**src/hw/rtl/tma_pkg.sv**
```systemverilog
`timescale 1ns / 1ps
// ----------------------------------------------------------------------------
// tma_pkg
// Types, constants and helpers shared by the trimmed mean averager.
// ----------------------------------------------------------------------------
package tma_pkg;

    localparam int SAMPLE_BITS     = 16;
    localparam int SUM_BITS        = 24;
    localparam int COUNT_BITS      = 8;
    localparam int KEEP_EXT        = 5;
    localparam int KEEP_IDX_BITS   = $clog2(KEEP_EXT);
    localparam int MAX_SAMPLES_DEF = 128;
    localparam int QUEUE_DEPTH     = 2;
    localparam int REM_BITS        = SUM_BITS + 2;
    localparam int STEP_BITS       = $clog2(REM_BITS);

    localparam logic [COUNT_BITS-1:0] N_FIVE  = COUNT_BITS'(19);
    localparam logic [COUNT_BITS-1:0] N_THREE = COUNT_BITS'(10);
    localparam logic [COUNT_BITS-1:0] N_TWO   = COUNT_BITS'(6);
    localparam logic [COUNT_BITS-1:0] N_ONE   = COUNT_BITS'(2);

    typedef logic signed [SAMPLE_BITS-1:0] t_sample;

    localparam t_sample SAMPLE_TOP = {1'b0, {(SAMPLE_BITS-1){1'b1}}};
    localparam t_sample SAMPLE_BOT = {1'b1, {(SAMPLE_BITS-1){1'b0}}};

    typedef struct packed {
        logic signed [SAMPLE_BITS-1:0] sample;
        logic                          last;
    } t_in;

    typedef struct packed {
        logic signed [SAMPLE_BITS-1:0] mean;
        logic                          overflow;
    } t_out;

    // one closed run, handed from front to back
    typedef struct packed {
        logic signed [SUM_BITS-1:0] sum;
        logic [COUNT_BITS-1:0]      n;
        t_sample [KEEP_EXT-1:0]     lowest;
        t_sample [KEEP_EXT-1:0]     highest;
        logic                       overflow;
    } t_run;

    typedef enum logic [1:0] {
        S_IDLE,
        S_TRIM,
        S_DIV,
        S_DONE
    } t_back_state;

    function automatic logic [KEEP_IDX_BITS-1:0] trim_count(input logic [COUNT_BITS-1:0] n);
        logic [KEEP_IDX_BITS-1:0] k;
        priority if (n > N_FIVE) begin
            k = KEEP_IDX_BITS'(5);
        end else if (n > N_THREE) begin
            k = KEEP_IDX_BITS'(3);
        end else if (n > N_TWO) begin
            k = KEEP_IDX_BITS'(2);
        end else if (n > N_ONE) begin
            k = KEEP_IDX_BITS'(1);
        end else begin
            k = '0;
        end
        return k;
    endfunction

endpackage

```
**src/hw/rtl/tma_front.sv**
```systemverilog
`timescale 1ns / 1ps
// ----------------------------------------------------------------------------
// tma_front
// Accumulates a run: sum, count and the five lowest and highest samples.
// ----------------------------------------------------------------------------
module tma_front #(
    parameter int MAX_SAMPLES = tma_pkg::MAX_SAMPLES_DEF
) (
    input  logic          i_clk,
    input  logic          i_rst_n,
    input  logic          push,
    output logic          full,
    input  tma_pkg::t_in  i_data,
    input  logic          i_q_full,
    output logic          o_q_push,
    output tma_pkg::t_run o_q_data
);

    localparam int SB = tma_pkg::SAMPLE_BITS;
    localparam int KE = tma_pkg::KEEP_EXT;

    logic signed [tma_pkg::SUM_BITS-1:0]   r_sum, n_sum;
    logic [tma_pkg::COUNT_BITS-1:0]        r_count, n_count;
    tma_pkg::t_sample [KE-1:0]             r_small, n_small, r_large, n_large;
    logic                                  r_ovf, n_ovf;

    logic          acc;
    logic          take;
    logic [KE-1:0] lt, gt;
    tma_pkg::t_run rec;

    assign acc  = push && !i_q_full;
    assign full = i_q_full;
    assign take = r_count < tma_pkg::COUNT_BITS'(MAX_SAMPLES);

    always_comb begin
        for (int i = 0; i < KE; i++) begin
            lt[i] = i_data.sample < $signed(r_small[i]);
            gt[i] = i_data.sample > $signed(r_large[i]);
        end
        // lists are sorted, so lt and gt are thermometer codes
        for (int j = 0; j < KE; j++) begin
            if (!lt[j]) begin
                n_small[j] = r_small[j];
            end else if (j == 0 || !lt[(j == 0) ? 0 : j-1]) begin
                n_small[j] = i_data.sample;
            end else begin
                n_small[j] = r_small[(j == 0) ? 0 : j-1];
            end
            if (!gt[j]) begin
                n_large[j] = r_large[j];
            end else if (j == 0 || !gt[(j == 0) ? 0 : j-1]) begin
                n_large[j] = i_data.sample;
            end else begin
                n_large[j] = r_large[(j == 0) ? 0 : j-1];
            end
        end
        if (take) begin
            n_sum   = r_sum + {{(tma_pkg::SUM_BITS-SB){i_data.sample[SB-1]}}, i_data.sample};
            n_count = r_count + 1'b1;
            n_ovf   = r_ovf;
        end else begin
            n_sum   = r_sum;
            n_count = r_count;
            n_small = r_small;
            n_large = r_large;
            n_ovf   = 1'b1;
        end
        rec.sum      = n_sum;
        rec.n        = n_count;
        rec.lowest   = n_small;
        rec.highest  = n_large;
        rec.overflow = n_ovf;
    end

    assign o_q_push = acc && i_data.last;
    assign o_q_data = rec;

    always_ff @(posedge i_clk) begin
        if (!i_rst_n || (acc && i_data.last)) begin
            r_sum   <= '0;
            r_count <= '0;
            r_ovf   <= 1'b0;
            r_small <= {KE{tma_pkg::SAMPLE_TOP}};
            r_large <= {KE{tma_pkg::SAMPLE_BOT}};
        end else if (acc) begin
            r_sum   <= n_sum;
            r_count <= n_count;
            r_ovf   <= n_ovf;
            r_small <= n_small;
            r_large <= n_large;
        end
    end

    a_count_cap: assert property (@(posedge i_clk) disable iff (!i_rst_n)
        r_count <= tma_pkg::COUNT_BITS'(MAX_SAMPLES))
        else $error("run count beyond cap");

endmodule

```
**src/hw/rtl/tma_queue.sv**
```systemverilog
`timescale 1ns / 1ps
// ----------------------------------------------------------------------------
// tma_queue
// Short queue of closed runs between front and back.
// ----------------------------------------------------------------------------
module tma_queue (
    input  logic          i_clk,
    input  logic          i_rst_n,
    input  logic          i_push,
    input  tma_pkg::t_run i_data,
    output logic          o_full,
    input  logic          i_pop,
    output logic          o_valid,
    output tma_pkg::t_run o_data
);

    localparam int D  = tma_pkg::QUEUE_DEPTH;
    localparam int PW = (D > 1) ? $clog2(D) : 1;

    tma_pkg::t_run     r_mem [D];
    logic [PW-1:0]     r_wp, r_rp;
    logic [PW:0]       r_cnt;
    logic              wr, rd;

    assign o_full  = r_cnt == (PW+1)'(D);
    assign o_valid = r_cnt != '0;
    assign o_data  = r_mem[r_rp];
    assign wr      = i_push && !o_full;
    assign rd      = i_pop && o_valid;

    always_ff @(posedge i_clk) begin
        if (wr) begin
            r_mem[r_wp] <= i_data;
        end
    end

    always_ff @(posedge i_clk) begin
        if (!i_rst_n) begin
            r_wp  <= '0;
            r_rp  <= '0;
            r_cnt <= '0;
        end else begin
            if (wr) begin
                r_wp <= (r_wp == PW'(D-1)) ? '0 : r_wp + 1'b1;
            end
            if (rd) begin
                r_rp <= (r_rp == PW'(D-1)) ? '0 : r_rp + 1'b1;
            end
            r_cnt <= r_cnt + (PW+1)'(wr) - (PW+1)'(rd);
        end
    end

    a_cnt_bound: assert property (@(posedge i_clk) disable iff (!i_rst_n)
        r_cnt <= (PW+1)'(D))
        else $error("queue count beyond depth");

endmodule

```
**src/hw/rtl/tma_back.sv**
```systemverilog
`timescale 1ns / 1ps
// ----------------------------------------------------------------------------
// tma_back
// Trims the extremes of a closed run and divides by the kept count.
// ----------------------------------------------------------------------------
module tma_back (
    input  logic          i_clk,
    input  logic          i_rst_n,
    input  logic          i_q_valid,
    input  tma_pkg::t_run i_q_data,
    output logic          o_q_pop,
    output logic          empty,
    input  logic          pop,
    output tma_pkg::t_out o_data
);

    localparam int RB = tma_pkg::REM_BITS;
    localparam int SB = tma_pkg::SAMPLE_BITS;
    localparam int CB = tma_pkg::COUNT_BITS;
    localparam int KB = tma_pkg::KEEP_IDX_BITS;
    localparam int TB = tma_pkg::STEP_BITS;

    tma_pkg::t_back_state r_state, n_state;
    tma_pkg::t_run        r_rec, n_rec;
    logic [KB-1:0]        r_k, n_k, r_i, n_i;
    logic signed [RB-1:0] r_rem, n_rem;
    logic                 r_neg, n_neg;
    logic [RB-1:0]        r_dvd, n_dvd;
    logic [CB-1:0]        r_rmd, n_rmd, r_d, n_d;
    logic [TB-1:0]        r_step, n_step;
    logic                 r_out_valid, n_out_valid;
    tma_pkg::t_out        r_out, n_out;

    logic signed [RB-1:0] pair;
    logic [CB:0]          shifted;
    logic                 fits;

    always_comb begin
        pair = {{(RB-SB){r_rec.lowest[r_i][SB-1]}}, r_rec.lowest[r_i]}
             + {{(RB-SB){r_rec.highest[r_i][SB-1]}}, r_rec.highest[r_i]};
        shifted = {r_rmd, r_dvd[RB-1]};
        fits    = shifted >= {1'b0, r_d};

        n_state     = r_state;
        n_rec       = r_rec;
        n_k         = r_k;
        n_i         = r_i;
        n_rem       = r_rem;
        n_neg       = r_neg;
        n_dvd       = r_dvd;
        n_rmd       = r_rmd;
        n_d         = r_d;
        n_step      = r_step;
        n_out       = r_out;
        n_out_valid = r_out_valid && !pop;
        o_q_pop     = 1'b0;

        unique case (r_state)
            tma_pkg::S_IDLE: begin
                if (i_q_valid) begin
                    o_q_pop = 1'b1;
                    n_rec   = i_q_data;
                    n_k     = tma_pkg::trim_count(i_q_data.n);
                    n_i     = '0;
                    n_rem   = {{(RB-tma_pkg::SUM_BITS){i_q_data.sum[tma_pkg::SUM_BITS-1]}},
                               i_q_data.sum};
                    n_state = tma_pkg::S_TRIM;
                end
            end
            tma_pkg::S_TRIM: begin
                if (r_i == r_k) begin
                    n_neg   = r_rem[RB-1];
                    n_dvd   = r_rem[RB-1] ? RB'(-r_rem) : RB'(r_rem);
                    n_rmd   = '0;
                    n_d     = r_rec.n - {r_k, 1'b0};
                    n_step  = '0;
                    n_state = (r_rec.n == '0) ? tma_pkg::S_DONE : tma_pkg::S_DIV;
                end else begin
                    n_rem = r_rem - pair;
                    n_i   = r_i + 1'b1;
                end
            end
            tma_pkg::S_DIV: begin
                n_rmd  = fits ? CB'(shifted - {1'b0, r_d}) : shifted[CB-1:0];
                n_dvd  = {r_dvd[RB-2:0], fits};
                n_step = r_step + 1'b1;
                if (r_step == TB'(RB-1)) begin
                    n_state = tma_pkg::S_DONE;
                end
            end
            tma_pkg::S_DONE: begin
                if (!r_out_valid || pop) begin
                    n_out.mean     = r_neg ? -r_dvd[SB-1:0] : r_dvd[SB-1:0];
                    n_out.overflow = r_rec.overflow;
                    n_out_valid    = 1'b1;
                    n_state        = tma_pkg::S_IDLE;
                end
            end
            default: n_state = tma_pkg::S_IDLE;
        endcase
    end

    always_ff @(posedge i_clk) begin
        if (!i_rst_n) begin
            r_state     <= tma_pkg::S_IDLE;
            r_out_valid <= 1'b0;
        end else begin
            r_state     <= n_state;
            r_out_valid <= n_out_valid;
        end
    end

    always_ff @(posedge i_clk) begin
        r_rec  <= n_rec;
        r_k    <= n_k;
        r_i    <= n_i;
        r_rem  <= n_rem;
        r_neg  <= n_neg;
        r_dvd  <= n_dvd;
        r_rmd  <= n_rmd;
        r_d    <= n_d;
        r_step <= n_step;
        r_out  <= n_out;
    end

    assign empty  = !r_out_valid;
    assign o_data = r_out;

    a_done_holds: assert property (@(posedge i_clk) disable iff (!i_rst_n)
        (r_state == tma_pkg::S_DONE && r_out_valid && !pop) |=> r_state == tma_pkg::S_DONE)
        else $error("result overwritten before transfer");

    a_step_bound: assert property (@(posedge i_clk) disable iff (!i_rst_n)
        r_state == tma_pkg::S_DIV |-> r_step <= TB'(RB-1))
        else $error("divider ran past last bit");

    a_trim_bound: assert property (@(posedge i_clk) disable iff (!i_rst_n)
        r_state == tma_pkg::S_TRIM |-> (r_i <= r_k && r_k <= KB'(tma_pkg::KEEP_EXT)))
        else $error("trim index out of range");

endmodule

```
**src/hw/rtl/trimmed_mean_averager.sv**
```systemverilog
`timescale 1ns / 1ps
// ----------------------------------------------------------------------------
// trimmed_mean_averager
// Trimmed mean of a run of signed samples closed by a last flag.
//
//   channel  direction  transfer when          payload
//   input    in         push && !full          i_data  (sample, last)
//   result   out        pop && !empty          o_data  (mean, overflow)
//
// One sample per cycle on the input side while the run queue has room.
// Each closed run is trimmed in the back end (k pairs of extremes, k up to 5),
// then divided bit-serially by the kept count, and the result is loaded.
// Two closed runs can wait between front and back; full rises when both wait.
// Reset is synchronous, active low, and clears the run, queue and output valid.
// ----------------------------------------------------------------------------
module trimmed_mean_averager #(
    parameter int MAX_SAMPLES = tma_pkg::MAX_SAMPLES_DEF
) (
    input  logic          i_clk,
    input  logic          i_rst_n,
    input  logic          push,
    output logic          full,
    input  tma_pkg::t_in  i_data,
    output logic          empty,
    input  logic          pop,
    output tma_pkg::t_out o_data
);

    logic          q_push, q_full, q_valid, q_pop;
    tma_pkg::t_run q_in, q_out;

    tma_front #(
        .MAX_SAMPLES(MAX_SAMPLES)
    ) u_front (
        .i_clk   (i_clk),
        .i_rst_n (i_rst_n),
        .push    (push),
        .full    (full),
        .i_data  (i_data),
        .i_q_full(q_full),
        .o_q_push(q_push),
        .o_q_data(q_in)
    );

    tma_queue u_queue (
        .i_clk  (i_clk),
        .i_rst_n(i_rst_n),
        .i_push (q_push),
        .i_data (q_in),
        .o_full (q_full),
        .i_pop  (q_pop),
        .o_valid(q_valid),
        .o_data (q_out)
    );

    tma_back u_back (
        .i_clk    (i_clk),
        .i_rst_n  (i_rst_n),
        .i_q_valid(q_valid),
        .i_q_data (q_out),
        .o_q_pop  (q_pop),
        .empty    (empty),
        .pop      (pop),
        .o_data   (o_data)
    );

endmodule

```
**config.mk**
```make
export PLATFORM = sky130hd
export DESIGN_NAME = trimmed_mean_averager
export DESIGN_NICKNAME = d
export VERILOG_FILES = /design/src/hw/rtl/tma_pkg.sv /design/src/hw/rtl/tma_front.sv /design/src/hw/rtl/tma_queue.sv /design/src/hw/rtl/tma_back.sv /design/src/hw/rtl/trimmed_mean_averager.sv
export SDC_FILE = /design/constraint.sdc
export NUM_CORES = 2
export LEC_CHECK = 0
export BUFFER_PORTS_ARGS = -buffer_cell sky130_fd_sc_hd__buf_2
export CORE_ASPECT_RATIO = 0.75
export CORE_MARGIN = 2
export CORE_UTILIZATION = 45
export CTS_BUF_LIST = sky130_fd_sc_hd__clkbuf_4 sky130_fd_sc_hd__clkbuf_8
export DETAILED_ROUTE_END_ITERATION = 12
export GPL_ROUTABILITY_DRIVEN = 0
export PLACE_DENSITY = 0.61
export RECOVER_POWER = 100
export SLEW_MARGIN = 40
export SYNTH_ARGS = -nofsm -noshare
export SYNTH_HDL_FRONTEND = slang
export SYNTH_HIERARCHICAL = 1
export SYNTH_SLANG_ARGS = --single-unit
export TNS_END_PERCENT = 5
```
**constraint.sdc**
```tcl
create_clock -name i_clk -period 31.5 [get_ports i_clk]
set_input_delay 6.3 -clock i_clk [delete_from_list [all_inputs] [get_ports i_clk]]
set_output_delay 6.3 -clock i_clk [all_outputs]
set_load 0.03 [all_outputs]
```
; ---- Word-level counts from Yosys, hierarchy flattened
; Memory sizes are Yosys's and may differ from the RTL's. A register that Yosys moved wholly into a read port is not among the register bits.
; Cells that the tools add are included.
[op_classes]
add_sub_neg = 14
order_cmp = 17
eq_ne = 11
muxes = 61
reduce_logical = 23
[op_table]
columns = op, count
row1 = $mux 16, 21
row2 = $mux 80, 2
row3 = $mux 26, 4
row4 = $pmux 26 s2, 2
row5 = $bmux 16 s3, 2
row6 = $gt 16x16->1, 5
row7 = $lt 16x16->1, 5
row8 = $neg 26->26, 1
row9 = $sub 26x26->26, 1
row10 = $add 24x24->24, 1
row11 = $mux 24, 1
row12 = $mux 8, 3
row13 = $add 16x16->17, 1
row14 = $neg 16->16, 1
row15 = $pmux 8 s2, 1
row16 = $mux 1, 13
row17 = $mux 3, 4
row18 = $pmux 5 s2, 1
row19 = $ge 9x8->1, 1
row20 = $add 8x1->8 const B, 1
row21 = $gt 8x2->1 const B, 1
row22 = $gt 8x3->1 const B, 1
row23 = $gt 8x4->1 const B, 1
row24 = $gt 8x5->1 const B, 1
row25 = 29 further kinds, 51
[totals]
register_bits = 466
ram_bits = 386
output_inout_bits = 19
wordCells = 168
mem_count = 1
[mem_list]
columns = name, words, width, rd, rd_clocked_by_memory_dff, write_ports, line_no
row1 = u_queue.r_mem, 2, 193, 1, 1, 1, tma_queue.sv:20  ; tma_pkg::t_run r_mem [D];

; ---- Depth between registers and ports, before layout
[depth]
word_depth = 7
depth_mapped = 16

; ---- By module
; The synthesis kept the hierarchy.
[modules_own_cells]
columns = module, instances, cells_per_inst, area_each_um2, seq_area_each_um2
row1 = tma_front, 1, 1949, 15183.3, 3863.7
row2 = tma_queue, 1, 627, 14217.4, 11691.2
row3 = tma_back, 1, 931, 13379.1, 8047.7

; ---- Least setup slack after synthesis
; OpenSTA, ideal clock, no wires.
[synth_timing]
kind = in2reg
from = input port push
to = memory u_queue/r_mem[0][0] (netlist bit) (enable)
setup_time_ns = 0.749
arrival_ns = 14.683
required_time_ns = 30.751
path_slack_ns = 16.068
cell_stages = 5
path_buffers = 0
path_cell_list = nor2b_1 -> nand2_1 -> inv_1 -> nand2_1 -> nor2_1
[synth_between]
elab_chain_len = 5
[synth_rtl]
columns = element, line_no
row1 = from (decl), trimmed_mean_averager.sv:21  ; input logic push,
row2 = $logic_and 1x1->1, tma_front.sv:32  ; assign acc = push && !i_q_full;
row3 = $logic_and 1x1->1, tma_front.sv:76  ; assign o_q_push = acc && i_data.last;
row4 = named net q_push, trimmed_mean_averager.sv:29  ; logic q_push, q_full, q_valid, q_pop;
row5 = $logic_and 1x1->1, tma_queue.sv:28  ; assign wr = i_push && !o_full;
row6 = $mux 1, tma_queue.sv:32  ; if (wr) begin
row7 = $mux 1 (not written as such), tma_queue.sv:33  ; r_mem[r_wp] <= i_data;
row8 = to (decl), tma_queue.sv:20
; The timed path passes the listed nets, and every way through them passes these cells.

; ---- Worst setup path after layout
[layout_timing]
from = input port push
to = memory u_queue/r_mem[0][94] (netlist bit) (enable)
; Same word-level chain as after synthesis.

==> results.py <==
metrics = {
    "routing": {
        "drt-total-wl_mm": 109,
        "num_vias": 27800,
        "ant_nets": 0,
        "drc": 0,
        "avgRoutedWirePerCell_um": 22.2,
        "firstDrtPassIters": 6,
        "routed_via_density": 5.66,
        "drt_iter0_drc": 2656,
    },
    "finish": {
        "area_growth_pct": 10.0,
        "mostFrequentLayoutCells": "652 x edfxtp_1, 278 x o21ai_0, 241 x nand2_1",
        "final_layout_size_suffix_gt1_share_pct": 14.9,
        "final_common_cell": "edfxtp_1",
        "nets": 3845,
    },
    "flow_run": {
        "maxCapViolations": 31,
    },
    "cts": {
        "clock_sinks": 853,
        "cts.htree.levels": 4,
        "cts_hold_buffers": 0,
        "cts_tree": "yes",
        "insertion_delay_ns": 0.84,
        "root_buffer": "clkbuf_8",
        "ctsResizeCount": 0,
        "path_clk_slew_ns": 0.06,
        "cts_buffers": 140,
        "cts.path.max_buffers": 3,
        "post_cts_buffers": 0,
    },
    "timing": {
        "min_period_over_period_pct": 46.2,
        "final-hold-violation-count": 0,
        "fmax_ghz": 0.0686,
        "hold_ws_ns": 0.466,
        "max-slew-margin-rel_pct": -157,
        "drv_slew": 1289,
        "fin_setup_tns_ns": 0,
        "setup_viol": 0,
        "rsz0062_at_grt": "false",
        "fin_crit_ns": 14.57,
        "worst_pin_slew_ns": 3.85,
        "final.setup_skew_ns": 0.0417,
    },
    "place": {
        "hpwlAfterDp_mm": 72.7,
        "io_buffers": 39,
    },
    "logic_synthesis": {
        "synth_edf_count": 652,
        "synthFlopType": "edfxtp_1",
        "synthCells": 3507,
        "synth_area_sq_mm": 0.0428,
        "async_reset_ff_share_pct": 0,
        "synth-seq-area-share_pct": 55.2,
        "ys_seq_elements": 853,
        "avgSynthCellArea_sq_um": 12.2,
        "yosysUniqueCellTypes": 92,
        "synth_nets": 3786,
        "yosysWarnings": 6,
    },
    "floorplanning": {
        "io-pin-count": 40,
        "die_h_um": 271,
        "core_sq_mm": 0.0938,
        "rows": 97,
        "initial_core_util_pct": 45.6,
        "die_w_um": 360,
        "die_area_sq_mm": 0.0976,
    },
    "critical_path": {
        "cp-end-kind": "flop",
        "worst_ep_required_time_ns": 31.87,
        "reg2reg_from": "u_queue/r_cnt[0]",
        "critPathMaxStageDelay_ns": 2.43,
        "slowest_stage": "clkbuf_1",
        "crit_path_cell_trace": "buf_2 > nor2b_1 > clkbuf_1 > nand2_1 > inv_1 > nand2_1 > nor2_4 > clkbuf_1 > clkbuf_1 > clkbuf_1",
        "critPathMaxFanout": 53,
        "cp_data_arrival_time_ns": 14.93,
        "cp_common_cell": "clkbuf_1",
        "criticalPathCategory": "input pin to flop",
        "cp-startpoint": "push",
        "start_kind": "input pin",
    },
    "hold_path": {
        "min-delay-path-class": "flop to flop",
        "min_from": "u_front/r_ovf",
    },
    "global_routing": {
        "antenna_found_initial": 5,
        "grt_pass1_vias": 26500,
        "track_usage_pct": 22.6,
        "gr-total-overflow": 0,
        "grt_pass1_wl_mm": 167,
        "grt_max_degree": 75,
    },
    "outcome": {
        "status": "finished with violations",
        "violations": "max-capacitance violations, max-slew violations",
    },
    "power": {
        "cellPowerDensity_mw_per_mm2": 107,
        "p_leak_nw": 17.6,
        "p_total_mw": 5.04,
        "ir_worst_vdd_mv": 0.0906,
    },
}
[cells in the mapped netlist, types with 10 or more instances]
master       n  area, sq um
edfxtp_1   652        19600
o21ai_0    269         1350
nand2_1    242          908
mux2_2     239         2690
ha_1       230         2880
inv_1      214          803
dfxtp_1    201         4020
nor2_1     177          664
a21oi_1    175          876
clkbuf_1   123          462
mux2i_1    111         1110
xnor2_1     69          604
a211oi_1    51          383
a21o_1      50          375
a2bb2oi_1   46          403
xor2_1      41          359
nand3_1     34          170
nand4_1     34          213
nor3_1      33          165
mux4_2      32          721
o211ai_1    31          233
buf_2       30          150
and2_1      29          181
a22oi_1     28          210
fa_1        28          561
nand2b_1    23          144
nor2b_1     23          144
o21a_1      21          158
buf_6       18          203
a31oi_1     17          106
o31ai_1     17          128
o2bb2ai_1   15          131
and3_1      13         81.3
o21ai_1     12         60.1
a31o_2      10         87.6
or4_1       10         75.1
[cell families after synthesis]
family | share of synthesized area (%)
AOI/OAI and AO/OA | 12.1
xor gates and xnor gates | 2.25
adders and majority gates | 8.04
buffers and inverters | 3.94
DFF | 55.2
muxes | 10.9
and+or+nand+nor | 7.57
[final timing paths]
| check | slack, ns | cells past startpoint | to |
|---|---|---|---|
| worst max-delay path | 16.93 | 10 | u_queue/r_mem[0][94] |
| worst min-delay path | 0.47 | 2 | u_front/r_ovf |
| worst max register to register | 21.90 | 11 | u_queue/r_mem[0][94] |
| worst min register to register | 0.47 | 2 | u_front/r_ovf |
[report_power, final]
group / leakage, nW / total [mW] / switching, mW / internal, mW
registers: 7.64 / 1.74 / 0.122 / 1.62
logic: 8.32 / 2.23 / 1.36 / 0.879
clock network: 1.62 / 1.06 / 0.456 / 0.609
total: 17.6 / 5.04 / 1.93 / 3.10
[worst max-delay path: cells and delay by family]
family                 cells  cell delay (ns)
buffers and inverters      6             7.85
and+or+nand+nor            4             0.65
[flip-flops by register name (all words and copies together), names as in the netlist, 17 cells and up, named ones only]
name,cells
u_back/o_data,17
u_back/r_dvd,26
u_back/r_rec,169
u_back/r_rem,26
u_front/r_large,80
u_front/r_small,80
u_front/r_sum,24
u_queue/r_mem,386
[stage by stage]
step	utilization [%]	cell area, sq um	worst slack [ns]	cells
detailed placement	47.2	44300	21.22	4660
global placement	47.1	44100	21.07	4654
floorplan	-	42800	16.07	3507
global route	50.2	47100	15.99	4918
CTS	50.5	47400	22.14	4916
finish	50.2	47100	16.93	4920
[layer usage]
| metal | global-route usage, % | up-vias | part of all wire, % |
|---|---|---|---|
| li1 | - | 13200 | - |
| met1 | 35.6 | 13700 | 50 |
| met2 | 31.2 | 874 | 41 |
| met3 | 4.43 | 144 | 7.7 |
| met4 | 5.93 | 0 | 1.8 |
| met5 | 0 | - | 0 |
[area by class of cell]
type	instances	area [sq um]
Inverter	214	803
Multi-Input combinational cell	2259	17500
Antenna cell	3	7.51
Clock buffer	205	2530
Sequential cell	853	23600
Timing Repair Buffer	98	487
Clock inverter	51	559
Fill cell	8213	46700
Tap cell	1237	1550
No activity file was read; power rests on OpenSTA's default activity.
